### src/sv/windowed_class_mode_filter_assert.svh
// ----------------------------------------------------------------------------
// Assertion macros for the windowed class mode filter
// Clocked on clk_i, with or without the active-low reset rst_ni.
// ----------------------------------------------------------------------------
`ifndef WINDOWED_CLASS_MODE_FILTER_ASSERT_SVH
`define WINDOWED_CLASS_MODE_FILTER_ASSERT_SVH

// Property checked on every rising edge outside reset.
`define WCMF_ASSERT(lbl, prop, msg) \
  lbl: assert property (@(posedge clk_i) disable iff (!rst_ni) (prop)) else $error(msg);

// Property checked on every rising edge, reset included.
`define WCMF_ASSERT_ALWAYS(lbl, prop, msg) \
  lbl: assert property (@(posedge clk_i) (prop)) else $error(msg);

`endif

### src/sv/wcmf_pkg.sv
// ----------------------------------------------------------------------------
// wcmf_pkg
// Beat types and constants of the windowed class mode filter.
// ----------------------------------------------------------------------------
package wcmf_pkg;

  localparam int unsigned NUM_BINS_DEF      = 16;
  localparam int unsigned WINDOW_LEN_DEF    = 100;
  localparam int unsigned RESTART_LIMIT_DEF = 1000;

  localparam int unsigned CNT_W   = 7;
  localparam int unsigned CLASS_W = 4;
  localparam int unsigned ID_W    = 8;

  localparam logic [CNT_W-1:0]   BIN_MAX         = 7'd127;
  localparam logic [CLASS_W-1:0] NUM_CLASSES_RST = 4'd4;

  typedef struct packed {
    logic            sample_valid;
    logic [ID_W-1:0] class_id;
  } wcmf_in_t;

  typedef struct packed {
    logic [CLASS_W-1:0] stable_class;
    logic               window_closed;
  } wcmf_out_t;

endpackage

### src/sv/wcmf_ram.sv
// ----------------------------------------------------------------------------
// wcmf_ram
// Generic single-write, single-read RAM with a registered read port.
// ----------------------------------------------------------------------------
module wcmf_ram #(
  parameter int unsigned WIDTH = 8,
  parameter int unsigned DEPTH = 16,
  localparam int unsigned AW   = (DEPTH > 1) ? $clog2(DEPTH) : 1
) (
  input  logic             clk_i,
  input  logic             we_i,
  input  logic [AW-1:0]    waddr_i,
  input  logic [WIDTH-1:0] wdata_i,
  input  logic [AW-1:0]    raddr_i,
  output logic [WIDTH-1:0] rdata_o
);

  logic [WIDTH-1:0] mem_q [DEPTH];
  logic [WIDTH-1:0] rdata_q;

  always_ff @(posedge clk_i) begin
    if (we_i) begin
      mem_q[waddr_i] <= wdata_i;
    end
    rdata_q <= mem_q[raddr_i];
  end

  assign rdata_o = rdata_q;

endmodule

### src/sv/windowed_class_mode_filter.sv
// ----------------------------------------------------------------------------
// windowed_class_mode_filter
// Histogram of classification samples; every window picks the most frequent
// bin as the stable class.
// ----------------------------------------------------------------------------
//
//  channel   dir  handshake                 payload
//  -------   ---  ------------------------  ---------------------------------
//  in        in   in_valid_i / in_ready_o   in_data_i  (sample_valid, class_id)
//  out       out  out_valid_o / out_ready_i out_data_o (stable_class, closed)
//  cfg       in   cfg_we_i                  cfg_wdata_i (num_classes)
//
//  An ordinary beat passes the idle state that accepts it, the update state
//  that read-modify-writes its bin and the finish state that loads the output
//  register. A beat that closes a window also scans bins 0 to last, last =
//  min(num_classes, NUM_BINS-1): the scan walks the histogram RAM through
//  its one read port. Reset clears per-bin valid flops at once, so no
//  clearing pass is needed. A stalled output holds the next result in the
//  finish state; ready stays low until the result is loaded.
//
module windowed_class_mode_filter #(
  parameter int unsigned NUM_BINS      = wcmf_pkg::NUM_BINS_DEF,
  parameter int unsigned WINDOW_LEN    = wcmf_pkg::WINDOW_LEN_DEF,
  parameter int unsigned RESTART_LIMIT = wcmf_pkg::RESTART_LIMIT_DEF
) (
  input  logic                          clk_i,
  input  logic                          rst_ni,
  input  logic                          cfg_we_i,
  input  logic [wcmf_pkg::CLASS_W-1:0]  cfg_wdata_i,
  input  logic                          in_valid_i,
  output logic                          in_ready_o,
  input  wcmf_pkg::wcmf_in_t            in_data_i,
  output logic                          out_valid_o,
  input  logic                          out_ready_i,
  output wcmf_pkg::wcmf_out_t           out_data_o
);

  import wcmf_pkg::*;

  `include "windowed_class_mode_filter_assert.svh"

  // Bin index width, width for comparing against num_classes, counter widths.
  localparam int unsigned BW = $clog2(NUM_BINS);
  localparam int unsigned LW = (BW > CLASS_W) ? BW : CLASS_W;
  localparam int unsigned SW = $clog2(RESTART_LIMIT + 2);
  localparam int unsigned WW = $clog2(WINDOW_LEN);

  typedef enum logic [2:0] {
    ST_IDLE,
    ST_UPD,
    ST_SCAN,
    ST_SCAN_END,
    ST_FIN
  } state_e;

  state_e                state_q, state_d;
  logic [CLASS_W-1:0]    num_cls_q, num_cls_d;
  logic [NUM_BINS-1:0]   bin_valid_q, bin_valid_d;
  logic [BW-1:0]         bin_q, bin_d;
  logic [SW-1:0]         samples_q, samples_d;
  logic [WW-1:0]         win_q, win_d;
  logic [BW-1:0]         scan_idx_q, scan_idx_d;
  logic [BW-1:0]         cmp_idx_q, cmp_idx_d;
  logic                  cmp_vld_q, cmp_vld_d;
  logic [BW-1:0]         best_q, best_d;
  logic [CNT_W-1:0]      best_cnt_q, best_cnt_d;
  logic [CLASS_W-1:0]    chosen_q, chosen_d;
  logic                  closed_q, closed_d;
  logic                  out_valid_q, out_valid_d;
  wcmf_out_t             out_data_q, out_data_d;

  // Histogram RAM.
  logic                  ram_we;
  logic [CNT_W-1:0]      ram_wdata;
  logic [BW-1:0]         ram_raddr;
  logic [CNT_W-1:0]      ram_rdata;

  // Input bin selection.
  logic [ID_W:0]         cls_inc;
  logic                  cls_ok;
  logic [BW-1:0]         in_bin;

  // Scan helpers.
  logic [LW-1:0]         last_wide;
  logic [BW-1:0]         last_bin;
  logic [CNT_W-1:0]      upd_cnt;
  logic [CNT_W-1:0]      cmp_cnt;
  logic                  cmp_better;
  logic [BW-1:0]         best_nxt;

  // Window and restart bookkeeping.
  logic [SW-1:0]         samples_inc;
  logic                  win_end;
  logic                  restart;

  wcmf_ram #(
    .WIDTH (CNT_W),
    .DEPTH (NUM_BINS)
  ) u_hist_ram (
    .clk_i   (clk_i),
    .we_i    (ram_we),
    .waddr_i (bin_q),
    .wdata_i (ram_wdata),
    .raddr_i (ram_raddr),
    .rdata_o (ram_rdata)
  );

  // Map the sample to its bin: out-of-range or invalid samples go to bin 0.
  assign cls_inc = {1'b0, in_data_i.class_id} + (ID_W+1)'(1);
  assign cls_ok  = in_data_i.sample_valid
                && (in_data_i.class_id < ID_W'(num_cls_q))
                && (cls_inc < (ID_W+1)'(NUM_BINS));
  assign in_bin  = cls_ok ? BW'(cls_inc) : '0;

  // Last scanned bin: num_classes, cut off at the top of the histogram.
  assign last_wide = (LW'(num_cls_q) > LW'(NUM_BINS - 1)) ? LW'(NUM_BINS - 1)
                                                          : LW'(num_cls_q);
  assign last_bin  = BW'(last_wide);

  // Read the accepted bin while idle, otherwise the scan pointer.
  assign ram_raddr = (state_q == ST_IDLE) ? in_bin : scan_idx_q;

  // A bin whose valid flop is clear reads as zero; saturate at the maximum.
  assign upd_cnt   = bin_valid_q[bin_q] ? ram_rdata : '0;
  assign ram_wdata = (upd_cnt == BIN_MAX) ? upd_cnt : upd_cnt + CNT_W'(1);

  assign cmp_cnt    = bin_valid_q[cmp_idx_q] ? ram_rdata : '0;
  assign cmp_better = cmp_vld_q && (cmp_cnt > best_cnt_q);
  assign best_nxt   = cmp_better ? cmp_idx_q : best_q;

  assign samples_inc = samples_q + SW'(1);
  assign win_end     = (win_q == WW'(WINDOW_LEN - 1));
  assign restart     = (samples_inc > SW'(RESTART_LIMIT));

  always_comb begin
    state_d     = state_q;
    num_cls_d   = num_cls_q;
    bin_valid_d = bin_valid_q;
    bin_d       = bin_q;
    samples_d   = samples_q;
    win_d       = win_q;
    scan_idx_d  = scan_idx_q;
    cmp_idx_d   = cmp_idx_q;
    cmp_vld_d   = cmp_vld_q;
    best_d      = best_q;
    best_cnt_d  = best_cnt_q;
    chosen_d    = chosen_q;
    closed_d    = closed_q;
    out_valid_d = out_valid_q;
    out_data_d  = out_data_q;
    ram_we      = 1'b0;

    if (cfg_we_i) begin
      num_cls_d = cfg_wdata_i;
    end

    // Drop the output beat once taken.
    if (out_ready_i) begin
      out_valid_d = 1'b0;
    end

    unique case (state_q)
      ST_IDLE: begin
        if (in_valid_i) begin
          bin_d   = in_bin;
          state_d = ST_UPD;
        end
      end

      ST_UPD: begin
        ram_we             = 1'b1;
        bin_valid_d[bin_q] = 1'b1;
        closed_d           = win_end;
        win_d              = win_end ? '0 : win_q + WW'(1);
        samples_d          = samples_inc;
        if (restart) begin
          samples_d = '0;
          win_d     = '0;
        end
        if (win_end) begin
          scan_idx_d = '0;
          cmp_vld_d  = 1'b0;
          best_d     = '0;
          best_cnt_d = '0;
          state_d    = ST_SCAN;
        end else begin
          if (restart) begin
            bin_valid_d = '0;
          end
          state_d = ST_FIN;
        end
      end

      ST_SCAN: begin
        cmp_vld_d = 1'b1;
        cmp_idx_d = scan_idx_q;
        if (cmp_better) begin
          best_d     = cmp_idx_q;
          best_cnt_d = cmp_cnt;
        end
        if (scan_idx_q == last_bin) begin
          state_d = ST_SCAN_END;
        end else begin
          scan_idx_d = scan_idx_q + BW'(1);
        end
      end

      ST_SCAN_END: begin
        // Take the final compare, commit the winner and clear the histogram.
        chosen_d    = CLASS_W'(best_nxt);
        bin_valid_d = '0;
        cmp_vld_d   = 1'b0;
        state_d     = ST_FIN;
      end

      ST_FIN: begin
        // Hold here until the output register is free.
        if (!out_valid_q || out_ready_i) begin
          out_valid_d              = 1'b1;
          out_data_d.stable_class  = chosen_q;
          out_data_d.window_closed = closed_q;
          state_d                  = ST_IDLE;
        end
      end

      default: begin
        state_d = ST_IDLE;
      end
    endcase
  end

  always_ff @(posedge clk_i or negedge rst_ni) begin
    if (!rst_ni) begin
      state_q     <= ST_IDLE;
      num_cls_q   <= NUM_CLASSES_RST;
      bin_valid_q <= '0;
      bin_q       <= '0;
      samples_q   <= '0;
      win_q       <= '0;
      scan_idx_q  <= '0;
      cmp_idx_q   <= '0;
      cmp_vld_q   <= 1'b0;
      best_q      <= '0;
      best_cnt_q  <= '0;
      chosen_q    <= '0;
      closed_q    <= 1'b0;
      out_valid_q <= 1'b0;
      out_data_q  <= '0;
    end else begin
      state_q     <= state_d;
      num_cls_q   <= num_cls_d;
      bin_valid_q <= bin_valid_d;
      bin_q       <= bin_d;
      samples_q   <= samples_d;
      win_q       <= win_d;
      scan_idx_q  <= scan_idx_d;
      cmp_idx_q   <= cmp_idx_d;
      cmp_vld_q   <= cmp_vld_d;
      best_q      <= best_d;
      best_cnt_q  <= best_cnt_d;
      chosen_q    <= chosen_d;
      closed_q    <= closed_d;
      out_valid_q <= out_valid_d;
      out_data_q  <= out_data_d;
    end
  end

  assign in_ready_o  = (state_q == ST_IDLE);
  assign out_valid_o = out_valid_q;
  assign out_data_o  = out_data_q;

  `WCMF_ASSERT(a_accept_to_upd, (in_valid_i && in_ready_o) |=> (state_q == ST_UPD), "no update")
  `WCMF_ASSERT(a_scan_in_range, (state_q == ST_SCAN) |-> (scan_idx_q <= last_bin), "scan overran")
  `WCMF_ASSERT(a_scan_clears, (state_q == ST_SCAN_END) |=> (bin_valid_q == '0), "bins not cleared")
  `WCMF_ASSERT_ALWAYS(a_win_range, !rst_ni || (win_q <= WW'(WINDOW_LEN - 1)), "bad window count")

endmodule

### config.mk
export PLATFORM = sky130hd
export DESIGN_NAME = windowed_class_mode_filter
export DESIGN_NICKNAME = d
export VERILOG_FILES = /design/src/sv/wcmf_pkg.sv /design/src/sv/wcmf_ram.sv /design/src/sv/windowed_class_mode_filter.sv
export VERILOG_INCLUDE_DIRS = /design/src /design/src/sv
export SDC_FILE = /design/constraint.sdc
export NUM_CORES = 1
export LEC_CHECK = 0
export BUFFER_PORTS_ARGS = -buffer_cell sky130_fd_sc_hd__buf_2
export CAP_MARGIN = 20
export CORE_MARGIN = 2
export CORE_UTILIZATION = 62
export CTS_CLUSTER_DIAMETER = 100
export DETAILED_ROUTE_END_ITERATION = 8
export GPL_TIMING_DRIVEN = 0
export PLACE_DENSITY_LB_ADDON = 0.3
export SLEW_MARGIN = 20
export SYNTH_ARGS = -nofsm -noshare
export SYNTH_HDL_FRONTEND = slang
export SYNTH_HIERARCHICAL = 1
export SYNTH_SLANG_ARGS = --single-unit
### constraint.sdc
create_clock -name clk_i -period 5.5 [get_ports clk_i]
set_input_delay 0.55 -clock clk_i [delete_from_list [all_inputs] [get_ports clk_i]]
set_output_delay 0.55 -clock clk_i [all_outputs]
set_load 0.01 [all_outputs]
# --- Word-level counts from Yosys, hierarchy flattened ---
# Memories as Yosys holds them, arrays and structs flattened. A register that Yosys moved wholly into a read port is not among the register bits.
# Cells that the tools add are included.
classes:
  bitwise_logic: 1
  muxes: 39
  n_eq_ne: 13
  magnitude_cmp: 8
  n_reduce_logical: 17
  n_addsub: 5
op_table:
  columns: ["operator", "count"]
  rows:
  - ["$mux 7", 7]
  - ["$mux 16", 2]
  - ["$pmux 16 s2", 1]
  - ["$mux 4", 6]
  - ["$or 16x16->16", 1]
  - ["$pmux 4 s2", 2]
  - ["$pmux 3 s5", 1]
  - ["$add 7x1->7 const B", 2]
  - ["$eq 7x7->1 const B", 2]
  - ["$pmux 7 s2", 1]
  - ["$mux 3", 4]
  - ["$ne 2x2->1 const B", 6]
  - ["$add 10x1->10 const B", 1]
  - ["$gt 10x10->1 const B", 1]
  - ["$lt 4x5->1 const B", 2]
  - ["$mux 1", 10]
  - ["$mux 10", 1]
  - ["$add 8x1->9 const B", 1]
  - ["$lt 9x5->1 const B", 1]
  - ["$reduce_and 3->1", 3]
  - ["$bmux 1 s4", 2]
  - ["$lt 8x4->1", 1]
  - ["$reduce_and 2->1", 4]
  - ["$gt 7x7->1", 1]
  - ["15 further kinds", 20]
word_totals:
  memories: 1
  elab_cells: 100
  input_bits: 18
  ramBits: 112
  output_inout_bits: 7
  reg_bits: 75
memory_table:
  columns: ["name", "words", "word_bits", "read_ports", "rd_ports_with_merged_regs", "wr", "line", "text"]
  rows:
  - ["u_hist_ram.mem_q", 16, 7, 1, 1, 1, "wcmf_ram.sv:18", "logic [WIDTH-1:0] mem_q [DEPTH];"]

# --- Longest topological paths before layout ---
# Gate-level depths: netlist of run 1.
logic_depth:
  ltp_word: 8
  ltp_mapped: 12
  ltp_nobuf: 11

# --- Cells and area by module ---
# Netlist of run 1, hierarchy kept.
modules_own_cells:
  columns: ["mod", "area_each_um2", "seq_area_each_um2", "instances", "cells_each"]
  rows:
  - ["wcmf_ram", 4530.6, 3503.4, 1, 203]
  - ["windowed_class_mode_filter", 4385.5, 1878.1, 1, 453]

# --- Worst setup path after synthesis of run 1 ---
# No wires, ideal clock.
synth_path:
  path_kind: "reg2reg"
  start: "register bin_q[0]"
  end: "memory u_hist_ram/mem_q[0][5] (netlist name), data pin"
  setup_time_ns: 0.290
  required_ns: 5.210
  arrival_time_ns: 3.563
  period_less_slack_ns: 3.853
  path_stages_with_launch: 11
  path_slack_ns: 1.647
  n_path_buf: 1
  cell_sequence: "dfrtp_1 > buf_2 > mux4_2 > mux4_2 > and2_1 > ha_1 > and3_1 > nand4_1 > nand4_1 > or3_1 > a21boi_1"
synth_via:
  elab_chain_cells: 5
  word_cells_on_any_way: 6
  cone_classes: "1 x add/sub; 1 x eq/ne; 4 x mux"
synth_lines:
  columns: ["element", "line", "text"]
  rows:
  - ["from (decl)", "windowed_class_mode_filter.sv:59", "logic [BW-1:0] bin_q, bin_d;"]
  - ["from (signal assigned)", "windowed_class_mode_filter.sv:253", "bin_q <= bin_d;"]
  - ["$bmux 1 s4 *", "windowed_class_mode_filter.sv:124", "assign upd_cnt = bin_valid_q[bin_q] ? ram_rdata : '0;"]
  - ["$mux 1 (not written as such) *", "windowed_class_mode_filter.sv:124", null]
  - ["$mux 7 *", "windowed_class_mode_filter.sv:124", null]
  - ["$add 7x1->7 / $eq 7x7->1 (equally long branches)", "windowed_class_mode_filter.sv:125", "assign ram_wdata = (upd_cnt == BIN_MAX) ? upd_cnt : upd_cnt + CNT_W'(1);"]
  - ["$mux 7 *", "windowed_class_mode_filter.sv:125", null]
  - ["net ram_wdata[5]", "windowed_class_mode_filter.sv:74", "logic [CNT_W-1:0] ram_wdata;"]
  - ["to (decl)", "wcmf_ram.sv:18", null]
# Mark *: on every way through the listed nets, which the timed path passes. The rest lies on a longest branch. The select of a mux whose other input is x is not followed.

# --- Worst setup path in the final report of run 1 ---
layout_path:
  start: "register bin_q[0]"
  end: "memory u_hist_ram/mem_q[12][5] (netlist name), data pin"
# Same word-level chain as after synthesis.

==> qor.csv, run 1 <==
stage,metric,value,unit
floorplan,Die X,124,um
sta,Tcrit/Tclk final,82.8,%
global_route,gr ovfl total,0,
pwr,PD cells,345,mW/mm^2
global_route,vias in the first global route,5715,
detailed_routing,Iter 0 DRT Violations,738,
synthesis,Synth area leader,edfxtp_1,
synthesis,"top cells by area, synth","edfxtp_1 38%, dfrtp_1 21%, mux4_1 5.9%, mux4_2 4.5%, nand2_1 2.9%",
worst_setup_path,required time worst endpoint,5.63,ns
detailed_routing,Vias,5802,
floorplan,Chip Height,124,um
synthesis,Synth Register Bits,194,
synthesis,Mapped Cells,656,
clock_tree,number of H-tree levels,4,
pwr,Sw Share,26.7,%
flow_run,max_cap viols,0,
synthesis,sequential share of the synthesized area,60.4,%
pwr,combinational share of power,13.9,%
sta,Worst Tran Pin Value,1.07,ns
sta,final hold vios,0,
global_route,first-pass GRT wire length,30400,um
finish,Ant. Diodes,0,
clock_tree,CTS tree,yes,
sta,unrepaired setup endpoints after global routing,no,
floorplan,CORE AREA,0.0140,mm^2
floorplan,I/O pin cnt,25,
clock_tree,CTS resizes,0,
synthesis,"EDFF count, synth",112,
clock_tree,number of CTS-inserted buffers,17,
sta,final setup fails,0,
finish,Nets,736,
placed_design,Placed Instances,861,
synthesis,Post-Syn Area per Cell,13.6,um^2
detailed_routing,DRT Wirelength,19200,um
synthesis,asr flop ratio synth,38.7,%
finish,most frequent cells in the layout,"112 x edfxtp_1, 74 x dfrtp_1, 69 x nand2_1, 34 x nor2_1, 33 x buf_2",
placed_design,RePlAce Congestion,0.930,
synthesis,synthesis warning total,6,
sta,Fmax,220,MHz
synthesis,Syn Nets,690,
clock_tree,count of clock tree sinks,194,
detailed_routing,drt wl/cell,21.4,um
finish,"commonest non-fill, non-tap cell in the layout",edfxtp_1,
clock_tree,Longest Clk Path Bufs,2,
placed_design,port bufs,24,
clock_tree,CTS hold repair buffers,0,
finish,layout cells sized above 1,15.5,%
finish,fin cells,895,
floorplan,FP Rows,43,
synthesis,prevailing post-synth register cell,edfxtp_1,
detailed_routing,first drt pass iteration count,5,
detailed_routing,Post-DRT Antenna Nets,0,
finish,fill cell count,933,
sta,"Slew Viols, Final",0,
finish,Area Overhead vs Synth,10.9,%
pwr,sequential share of power,51.8,%
pwr,Peak supply drop,0.261,mV
global_route,antenna violations before repair,0,
pwr,P_leak,3.80,nW
synthesis,post-synthesis cell type count,60,
sta,Setup Skew,0.0118,ns
floorplan,Initial Util,63.7,%
detailed_routing,Vias/cell,6.48,
sta,Slew headroom,28.1,%
pwr,Power Internal,0.00250,W
floorplan,die area,0.0154,mm^2
clock_tree,"Clk pin slew, worst setup/hold paths",0.07,ns
synthesis,Syn Std Cell Area,0.00892,mm^2
clock_tree,Skew-Pair Late Insertion Delay,0.44,ns
clock_tree,postcts setup bufs,0,
run_status,outcome,completed,
worst_setup_path,critical path arrival,4.68,ns
worst_setup_path,CP Capture Type,flip-flop,
worst_hold_path,min-delay worst type,primary input to asynchronous set/reset pin,
global_route,largest net degree at the start of global routing,54,
pwr,clock share of power,34.4,%
clock_tree,CTS root buffer,clkbuf_16,
detailed_routing,detailed-route DRC error count,0,
synthesis,Synth top area share,37.7,%
pwr,Net Sw Power,0.000910,W
global_route,Total GRT Usage,27.0,%
sta,Tmin final,4.55,ns
worst_setup_path,startpoint types,flip-flop,
sta,setup TNS,0,ns
sta,hold slack,0.00956,ns
placed_design,HPWL after detailed placement,12600,um
worst_setup_path,WS Path Type,flip-flop to flip-flop,
worst_setup_path,CP Max Fanout,16,
final timing paths:
kind	startpoint	endpoint	slack, ns	depth (start not counted)
min in group clk_i	cfg_wdata_i[1]	num_cls_q[1]	0.34	3
setup / recovery	bin_q[0]	u_hist_ram/mem_q[12][5]	0.95	10
max in group asynchronous	rst_ni	num_cls_q[2]	4.86	2
setup reg to reg	bin_q[0]	u_hist_ram/mem_q[12][5]	0.95	10
hold reg to reg	best_cnt_q[5]	best_cnt_q[5]	0.50	1
hold / removal	rst_ni	win_q[4]	0.01	1
area by class of cell:
cell class | instances | area [um^2] | share of cell area (%)
Clock buffer | 22 | 495 | 5.01
Sequential cell | 194 | 5380 | 54.4
Tap cell | 180 | 225 | 2.28
Multi-Input combinational cell | 416 | 3320 | 33.5
Clock inverter | 10 | 71.3 | 0.721
Timing Repair Buffer | 27 | 163 | 1.64
Inverter | 19 | 71.3 | 0.721
Buffer | 27 | 166 | 1.68
cell families (layout without fill, tap and decap cells):
family	after synthesis	in the layout	synth area share, %
AOI/OAI and AO/OA	138	138	10.6
buffers and inverters	46	105	2.67
adders and majority gates	16	16	2.25
xor gates and xnor gates	12	12	1.18
and+or+nand+nor	200	200	11.0
DFF	194	194	60.4
muxes	50	50	11.9
stage by stage:
stage | power [W] | util (%) | instance area [um^2] | setup WS, ns
2_1_floorplan | 0.00209 | - | 8920 | 1.65
5_1_grt | 0.00355 | 70.7 | 9890 | 0.705
3_3_place_gp | 0.00222 | 66.2 | 9260 | 0.844
3_5_place_dp | 0.00226 | 66.5 | 9300 | 0.583
6_report | 0.00341 | 70.7 | 9890 | 0.945
4_1_cts | 0.00342 | 70.5 | 9870 | 0.583
power by group through the flow:
stage          registers (W)  clock network [W]  logic (W)
5_1_grt              0.00178            0.00125   0.000533
4_1_cts              0.00176            0.00118   0.000469
3_5_place_dp         0.00179                  0   0.000465
2_1_floorplan        0.00177                  0   0.000317
6_report             0.00177            0.00117   0.000473
3_3_place_gp         0.00179                  0   0.000434
worst max-delay path, stage by stage (launching register included):
cell,delay (ns)
dfrtp_1,0.63
buf_2,0.33
mux4_2,0.56
mux4_2,0.60
and2_1,0.21
ha_1,0.23
and3_1,0.23
nand4_1,0.24
nand4_1,0.21
or3_1,0.40
a21boi_2,0.60
cell usage after synthesis, drive strengths merged (10+ instances only):
library cell / instances
nand3: 20
nand2: 69
nor3: 10
nand4: 13
nor2: 35
o21ai: 30
a21oi: 29
a22o: 17
inv: 19
a22oi: 14
buf: 18
mux4: 38
o21a: 17
nor2b: 16
edfxtp: 112
dfrtp: 74
nand2b: 11
ha: 16
o31ai: 11
and2: 14
per-layer routing:
layer / share of wire, % / global-route usage [%] / vias to the layer above / routed length, um
li1: - / - / 2604 / -
met1: 43 / 37.5 / 2955 / 8310
met2: 49 / 42.8 / 207 / 9390
met3: 5.6 / 6.32 / 36 / 1080
met4: 2.0 / 8.99 / 0 / 392
met5: 0 / 0 / - / 0
sequential cells by signal, summed over array words and instances, names as in the netlist:
name	count
u_hist_ram/mem_q	112
out_data_o	5
win_q	7
samples_q	10
scan_idx_q	4
cmp_vld_q	1
num_cls_q	4
u_hist_ram/rdata_o	7
closed_q	1
bin_valid_q	16
best_q	4
state_q	3
chosen_q	4
bin_q	4
out_valid_o	1
best_cnt_q	7
cmp_idx_q	4
(Power assumes the default switching activity.)
==> inputs of run 2 (changes only) <==
==> constraint.sdc (replaced) <==
create_clock -name clk_i -period 4.45 [get_ports clk_i]
set_input_delay 0.445 -clock clk_i [delete_from_list [all_inputs] [get_ports clk_i]]
set_output_delay 0.445 -clock clk_i [all_outputs]
set_load 0.01 [all_outputs]
==> qor.csv, run 2 (synthesized netlist as in run 1, its figures left out) <==
stage,metric,value,unit
worst_setup_path,CP Cell Sequence,"buf_2, mux4_2, mux4_2, and2_1, ha_1, and3_1, nand4_1, nand4_1, or3_1, a21boi_4",
detailed_routing,first drt pass iteration count,5,
floorplan,CORE AREA,0.0140,mm^2
global_route,antenna violations before repair,0,
flow_run,max_cap viols,0,
clock_tree,CTS root buffer,clkbuf_16,
worst_setup_path,required time worst endpoint,4.62,ns
finish,fill cell count,936,
detailed_routing,DRT Wirelength,19100,um
worst_hold_path,min-delay worst type,primary input to flip-flop,
pwr,PD cells,426,mW/mm^2
pwr,Peak supply drop,0.325,mV
floorplan,FP Rows,43,
placed_design,RePlAce Congestion,0.930,
global_route,Total GRT Usage,27.0,%
sta,setup TNS,0,ns
finish,layout cells sized above 1,15.8,%
pwr,Sw Share,26.7,%
finish,"commonest non-fill, non-tap cell in the layout",edfxtp_1,
sta,Tcrit/Tclk final,94.8,%
floorplan,die area,0.0154,mm^2
clock_tree,"Clk pin slew, worst setup/hold paths",0.07,ns
finish,Register Area,0.00538,mm^2
worst_setup_path,startpoint types,flip-flop,
clock_tree,Skew-Pair Late Insertion Delay,0.44,ns
placed_design,port bufs,24,
finish,most frequent cells in the layout,"112 x edfxtp_1, 73 x dfrtp_1, 69 x nand2_1, 34 x nor2_1, 33 x buf_2",
finish,biggest regs,"u_hist_ram/mem_q: 112 flops, bin_valid_q: 16 flops, samples_q: 10 flops",
worst_setup_path,Levels on crit path,10,
finish,multi-input logic area,0.00333,mm^2
floorplan,Chip Height,124,um
worst_setup_path,reg2reg end,u_hist_ram/mem_q[12][5],
finish,Largest Register,u_hist_ram/mem_q,
global_route,first-pass GRT wire length,30400,um
detailed_routing,drt wl/cell,21.3,um
detailed_routing,Post-DRT Antenna Nets,0,
global_route,largest net degree at the start of global routing,54,
finish,fin cells,896,
sta,Slew headroom,27.8,%
sta,Worst Tran Pin Value,1.07,ns
sta,final setup fails,0,
floorplan,Initial Util,63.7,%
worst_setup_path,reg2reg path depth,10,
worst_setup_path,CP Capture Type,flip-flop,
worst_setup_path,Worst Setup EP,u_hist_ram/mem_q[12][5],
clock_tree,number of CTS-inserted buffers,17,
finish,flip-flop count of the largest register after layout,112,
clock_tree,number of H-tree levels,4,
sta,Tmin final,4.22,ns
pwr,Power Internal,0.00309,W
clock_tree,Longest Clk Path Bufs,2,
pwr,P_leak,3.81,nW
finish,Area Overhead vs Synth,11.2,%
worst_setup_path,WS Path Type,flip-flop to flip-flop,
pwr,clock share of power,34.4,%
finish,Ant. Diodes,0,
global_route,vias in the first global route,5723,
placed_design,HPWL after detailed placement,12600,um
detailed_routing,Vias,5802,
floorplan,Die X,124,um
worst_setup_path,critical path arrival,4.39,ns
detailed_routing,Vias/cell,6.48,
sta,unrepaired setup endpoints after global routing,no,
detailed_routing,Iter 0 DRT Violations,618,
floorplan,I/O pin cnt,25,
sta,Fmax,237,MHz
run_status,outcome,completed,
placed_design,Placed Instances,861,
finish,Nets,737,
worst_setup_path,Critical Path Slowest Stage Cell,mux4_2,
clock_tree,count of clock tree sinks,194,
sta,"Slew Viols, Final",0,
worst_setup_path,R2R setup slack,0.23,ns
detailed_routing,detailed-route DRC error count,0,
sta,final hold vios,0,
worst_setup_path,Crit. Startpoint,bin_q[0],
clock_tree,CTS tree,yes,
pwr,Net Sw Power,0.00113,W
worst_setup_path,Max stage delay on crit path,0.60,ns
worst_setup_path,Worst Path Buf+Inv,1,
sta,Setup Skew,0.00815,ns
worst_setup_path,CP top delay family,simple AND/OR/NAND/NOR gates,
worst_setup_path,CP Max Fanout,16,
pwr,combinational share of power,13.9,%
pwr,sequential share of power,51.7,%
worst_setup_path,R2R Path Start,bin_q[0],
global_route,gr ovfl total,0,
## run 2: changes by cell type in the layout (fill, tap and decap cells not counted), sizes merged
cell	before	now
dlygate4sd3	0	1
## run 2: repair_timing
action,4_1_cts,5_1_grt
buffers inserted,0,0
gates resized for setup,2,3
setup endpoints to repair,16,32
endpoints found under the hold margin,22,0
pin swaps,0,1
hold buffers,1,0
## run 2: worst register-to-register path: stages (launching register included)
cell	delay, ns
dfrtp_2	0.51
buf_2	0.29
mux4_2	0.56
mux4_2	0.60
and2_1	0.21
ha_1	0.23
and3_1	0.24
nand4_1	0.23
nand4_1	0.20
or3_1	0.43
a21boi_4	0.44
## run 2: per-stage QoR
step                      hold slack [ns]  power, W  util [%]  worst slack (ns)  area, um^2
after floorplan                     0.149   0.00258         -             0.597        8920
after global routing                0.244   0.00440      70.9           0.00203        9910
final                               0.224   0.00422      70.9             0.232        9910
after detailed placement            0.376   0.00279      66.5            -0.467        9300
after CTS                           0.222   0.00423      70.7             0.155        9890
after global placement              0.482   0.00274      66.2            -0.206        9260
## run 2: routing by layer
layer  vias up  track usage, %  share of wire [%]  wire [um]
met5         -               0                  0          0
met4         0            8.99                2.0        380
met3        36            6.32                5.6       1060
met2       182            42.8                 49       9390
met1      2976            37.5                 43       8220
li1       2608               -                  -          -
## run 2: worst min path at each step
stage,start,to,slack (ns),depth (start not counted)
detailed placement,rst_ni,win_q[4],0.38,1
floorplan,rst_ni,best_cnt_q[0],0.15,0
global placement,out_data_o[0],out_data_o[0],0.48,1
finish,cfg_wdata_i[1],num_cls_q[1],0.22,3
global route,cfg_wdata_i[0],num_cls_q[0],0.24,2
CTS,cfg_wdata_i[1],num_cls_q[1],0.22,3
## run 2: cell type report
cell class | instances | share of cell area, %
timing repair buffer | 28 | 1.74
clock buffer | 22 | 5.00
buffer | 27 | 1.69
sequential | 194 | 54.3
clock inverter | 10 | 0.720
tap | 180 | 2.27
multi-input combinational | 416 | 33.6
inverter | 19 | 0.720
## run 2: power by group through the flow
stage	clock network (W)	logic (W)	registers, W
global route	0.00154	0.000662	0.00219
global placement	0	0.000536	0.00221
CTS	0.00146	0.000583	0.00218
floorplan	0	0.000391	0.00219
finish	0.00145	0.000588	0.00218
detailed placement	0	0.000575	0.00222
==> inputs of run 3 (changes only) <==
--- a/config.mk
+++ b/config.mk
@@ -9,8 +9,9 @@
 export BUFFER_PORTS_ARGS = -buffer_cell sky130_fd_sc_hd__buf_2
 export CAP_MARGIN = 20
 export CORE_MARGIN = 2
-export CORE_UTILIZATION = 62
+export CORE_UTILIZATION = 60
 export CTS_CLUSTER_DIAMETER = 100
+export CTS_CLUSTER_SIZE = 30
 export DETAILED_ROUTE_END_ITERATION = 8
 export GPL_TIMING_DRIVEN = 0
 export PLACE_DENSITY_LB_ADDON = 0.3
==> constraint.sdc (replaced) <==
create_clock -name clk_i -period 4 [get_ports clk_i]
set_input_delay 0.4 -clock clk_i [delete_from_list [all_inputs] [get_ports clk_i]]
set_output_delay 0.4 -clock clk_i [all_outputs]
set_load 0.01 [all_outputs]
==> qor.csv, run 3 (synthesized netlist as in run 1, its figures left out) <==
stage,metric,value,unit
run_status,outcome,completed,
finish,Area Overhead vs Synth,12.3,%
detailed_routing,DRT Wirelength,18800,um
worst_setup_path,R2R Path Start,bin_q[1],
worst_hold_path,Hold Startpoint,cfg_wdata_i[3],
clock_tree,"Clk pin slew, worst setup/hold paths",0.07,ns
pwr,Net Sw Power,0.00131,W
floorplan,Die X,126,um
sta,Slew headroom,49.3,%
sta,post-route setup slack,0.191,ns
pwr,PD cells,488,mW/mm^2
worst_setup_path,WS Path Type,flip-flop to flip-flop,
flow_run,max_cap viols,0,
pwr,Peak supply drop,0.344,mV
worst_hold_path,WHS Path Cells,3,
finish,Largest Register,u_hist_ram/mem_q,
clock_tree,CTS tree,yes,
clock_tree,number of H-tree levels,4,
finish,Ant. Diodes,0,
placed_design,Placement Setup Slack,-0.841,ns
floorplan,die area,0.0159,mm^2
pwr,clock share of power,36.5,%
detailed_routing,Vias/cell,6.35,
floorplan,I/O pin cnt,25,
worst_setup_path,reg2reg path depth,11,
worst_hold_path,min-delay worst type,primary input to flip-flop,
floorplan,FP Rows,44,
placed_design,port bufs,24,
finish,"commonest non-fill, non-tap cell in the layout",edfxtp_1,
worst_setup_path,CP Capture Type,flip-flop,
clock_tree,Longest Clk Path Bufs,2,
detailed_routing,detailed-route DRC error count,0,
worst_setup_path,CP Max Fanout,16,
global_route,first-pass GRT wire length,29800,um
placed_design,Placed Instances,865,
pwr,P_leak,3.86,nW
clock_tree,Skew-Pair Late Insertion Delay,0.44,ns
detailed_routing,Vias,5717,
sta,Fmax,263,MHz
detailed_routing,Post-DRT Antenna Nets,0,
placed_design,HPWL after detailed placement,12600,um
global_route,gr ovfl total,0,
global_route,largest net degree at the start of global routing,52,
finish,biggest regs,"u_hist_ram/mem_q: 112 flops, bin_valid_q: 16 flops, samples_q: 10 flops",
clock_tree,count of clock tree sinks,194,
sta,Tmin final,3.81,ns
worst_setup_path,Crit. Startpoint,bin_q[1],
finish,fill cell count,971,
clock_tree,number of CTS-inserted buffers,17,
sta,Tcrit/Tclk final,95.2,%
sta,hold slack,0.210,ns
finish,most frequent cells in the layout,"112 x edfxtp_1, 72 x dfrtp_1, 69 x nand2_1, 34 x nor2_1, 31 x buf_2",
worst_setup_path,startpoint types,flip-flop,
finish,Nets,738,
worst_setup_path,required time worst endpoint,4.29,ns
detailed_routing,drt wl/cell,20.9,um
global_route,antenna violations before repair,1,
pwr,Sw Share,26.8,%
floorplan,Chip Height,126,um
sta,setup TNS,0,ns
pwr,Design Power,0.00489,W
sta,final hold vios,0,
sta,"Slew Viols, Final",0,
clock_tree,CTS root buffer,clkbuf_16,
global_route,Total GRT Usage,24.5,%
finish,flip-flop count of the largest register after layout,112,
placed_design,RePlAce Congestion,0.896,
global_route,vias in the first global route,5658,
sta,unrepaired setup endpoints after global routing,no,
detailed_routing,first drt pass iteration count,5,
sta,final setup fails,0,
sta,Worst Tran Pin Value,0.760,ns
floorplan,CORE AREA,0.0145,mm^2
finish,fin cells,901,
finish,layout cells sized above 1,16.6,%
sta,Setup Skew,0.0136,ns
pwr,combinational share of power,13.7,%
floorplan,Initial Util,61.3,%
pwr,sequential share of power,49.7,%
worst_setup_path,critical path arrival,4.10,ns
pwr,Power Internal,0.00358,W
detailed_routing,Iter 0 DRT Violations,601,
run 3: cell types whose count changed in the layout (fill, tap and decap cells not counted), sizes merged:
cell / before / now
inv: 22 / 29
clkinv: 4 / 0
bufinv: 0 / 3
clkbuf: 31 / 28
clkinvlp: 3 / 1
run 3: cell type report:
| class | count | area, um^2 | area share [%] |
|---|---|---|---|
| clock buffer | 18 | 429 | 4.29 |
| sequential | 194 | 5380 | 53.8 |
| inverter | 19 | 71.3 | 0.712 |
| tap | 184 | 230 | 2.30 |
| buffer | 27 | 170 | 1.70 |
| clock inverter | 14 | 190 | 1.90 |
| multi-input combinational | 416 | 3340 | 33.4 |
| timing repair buffer | 29 | 195 | 1.95 |
run 3: path summary, 6_finish.rpt:
kind | slack [ns] | end
max reg2reg | 0.19 | u_hist_ram/mem_q[12][5]
min | 0.21 | num_cls_q[3]
max | 0.19 | u_hist_ram/mem_q[12][5]
min reg2reg | 0.51 | out_data_o[0]
max in group asynchronous | 2.96 | num_cls_q[2]
min in group asynchronous | 0.41 | win_q[5]
run 3: through the flow:
stage / instance area [um^2] / utilization, %
4_1_cts: 9970 / 68.6
5_1_grt: 10000 / 68.9
6_report: 10000 / 68.9
2_1_floorplan: 8920 / -
3_3_place_gp: 9270 / 63.8
3_5_place_dp: 9300 / 64.0
run 3: what timing repair did:
item / in CTS / in global routing
endpoints found under the hold margin: 24 / 0
gates resized for setup: 5 / 3
pin swaps: 1 / 0
setup buffers: 1 / 2
hold buffers: 1 / 0
setup endpoints to repair: 48 / 48
run 3: layer usage:
metal  up-vias  GRT usage (%)  part of all wire, %  routed length, um
li1       2616              -                    -                  -
met1      2862           33.2                   42               7890
met2       205           40.6                   50               9470
met3        34           5.23                  5.9               1120
met4         0           7.24                  1.9                357
met5         -              0                    0                  0
run 3: power groups by stage:
stage | Combinational, W | Clock, W | Sequential (W)
after floorplan | 0.000435 | 0 | 0.00244
after global placement | 0.000597 | 0 | 0.00246
after detailed placement | 0.000638 | 0 | 0.00247
after CTS | 0.000665 | 0.00180 | 0.00243
after global routing | 0.000742 | 0.00189 | 0.00244
final | 0.000671 | 0.00178 | 0.00243
run 3: worst max-delay path, stage by stage, from the launching register on:
cell,delay (ns)
dfrtp_2,0.51
clkbuf_2,0.30
mux4_2,0.34
mux4_2,0.61
and2_1,0.21
ha_1,0.22
and3_1,0.23
nand4_1,0.24
nand4_1,0.22
or3_1,0.44
a21boi_4,0.18
buf_12,0.16
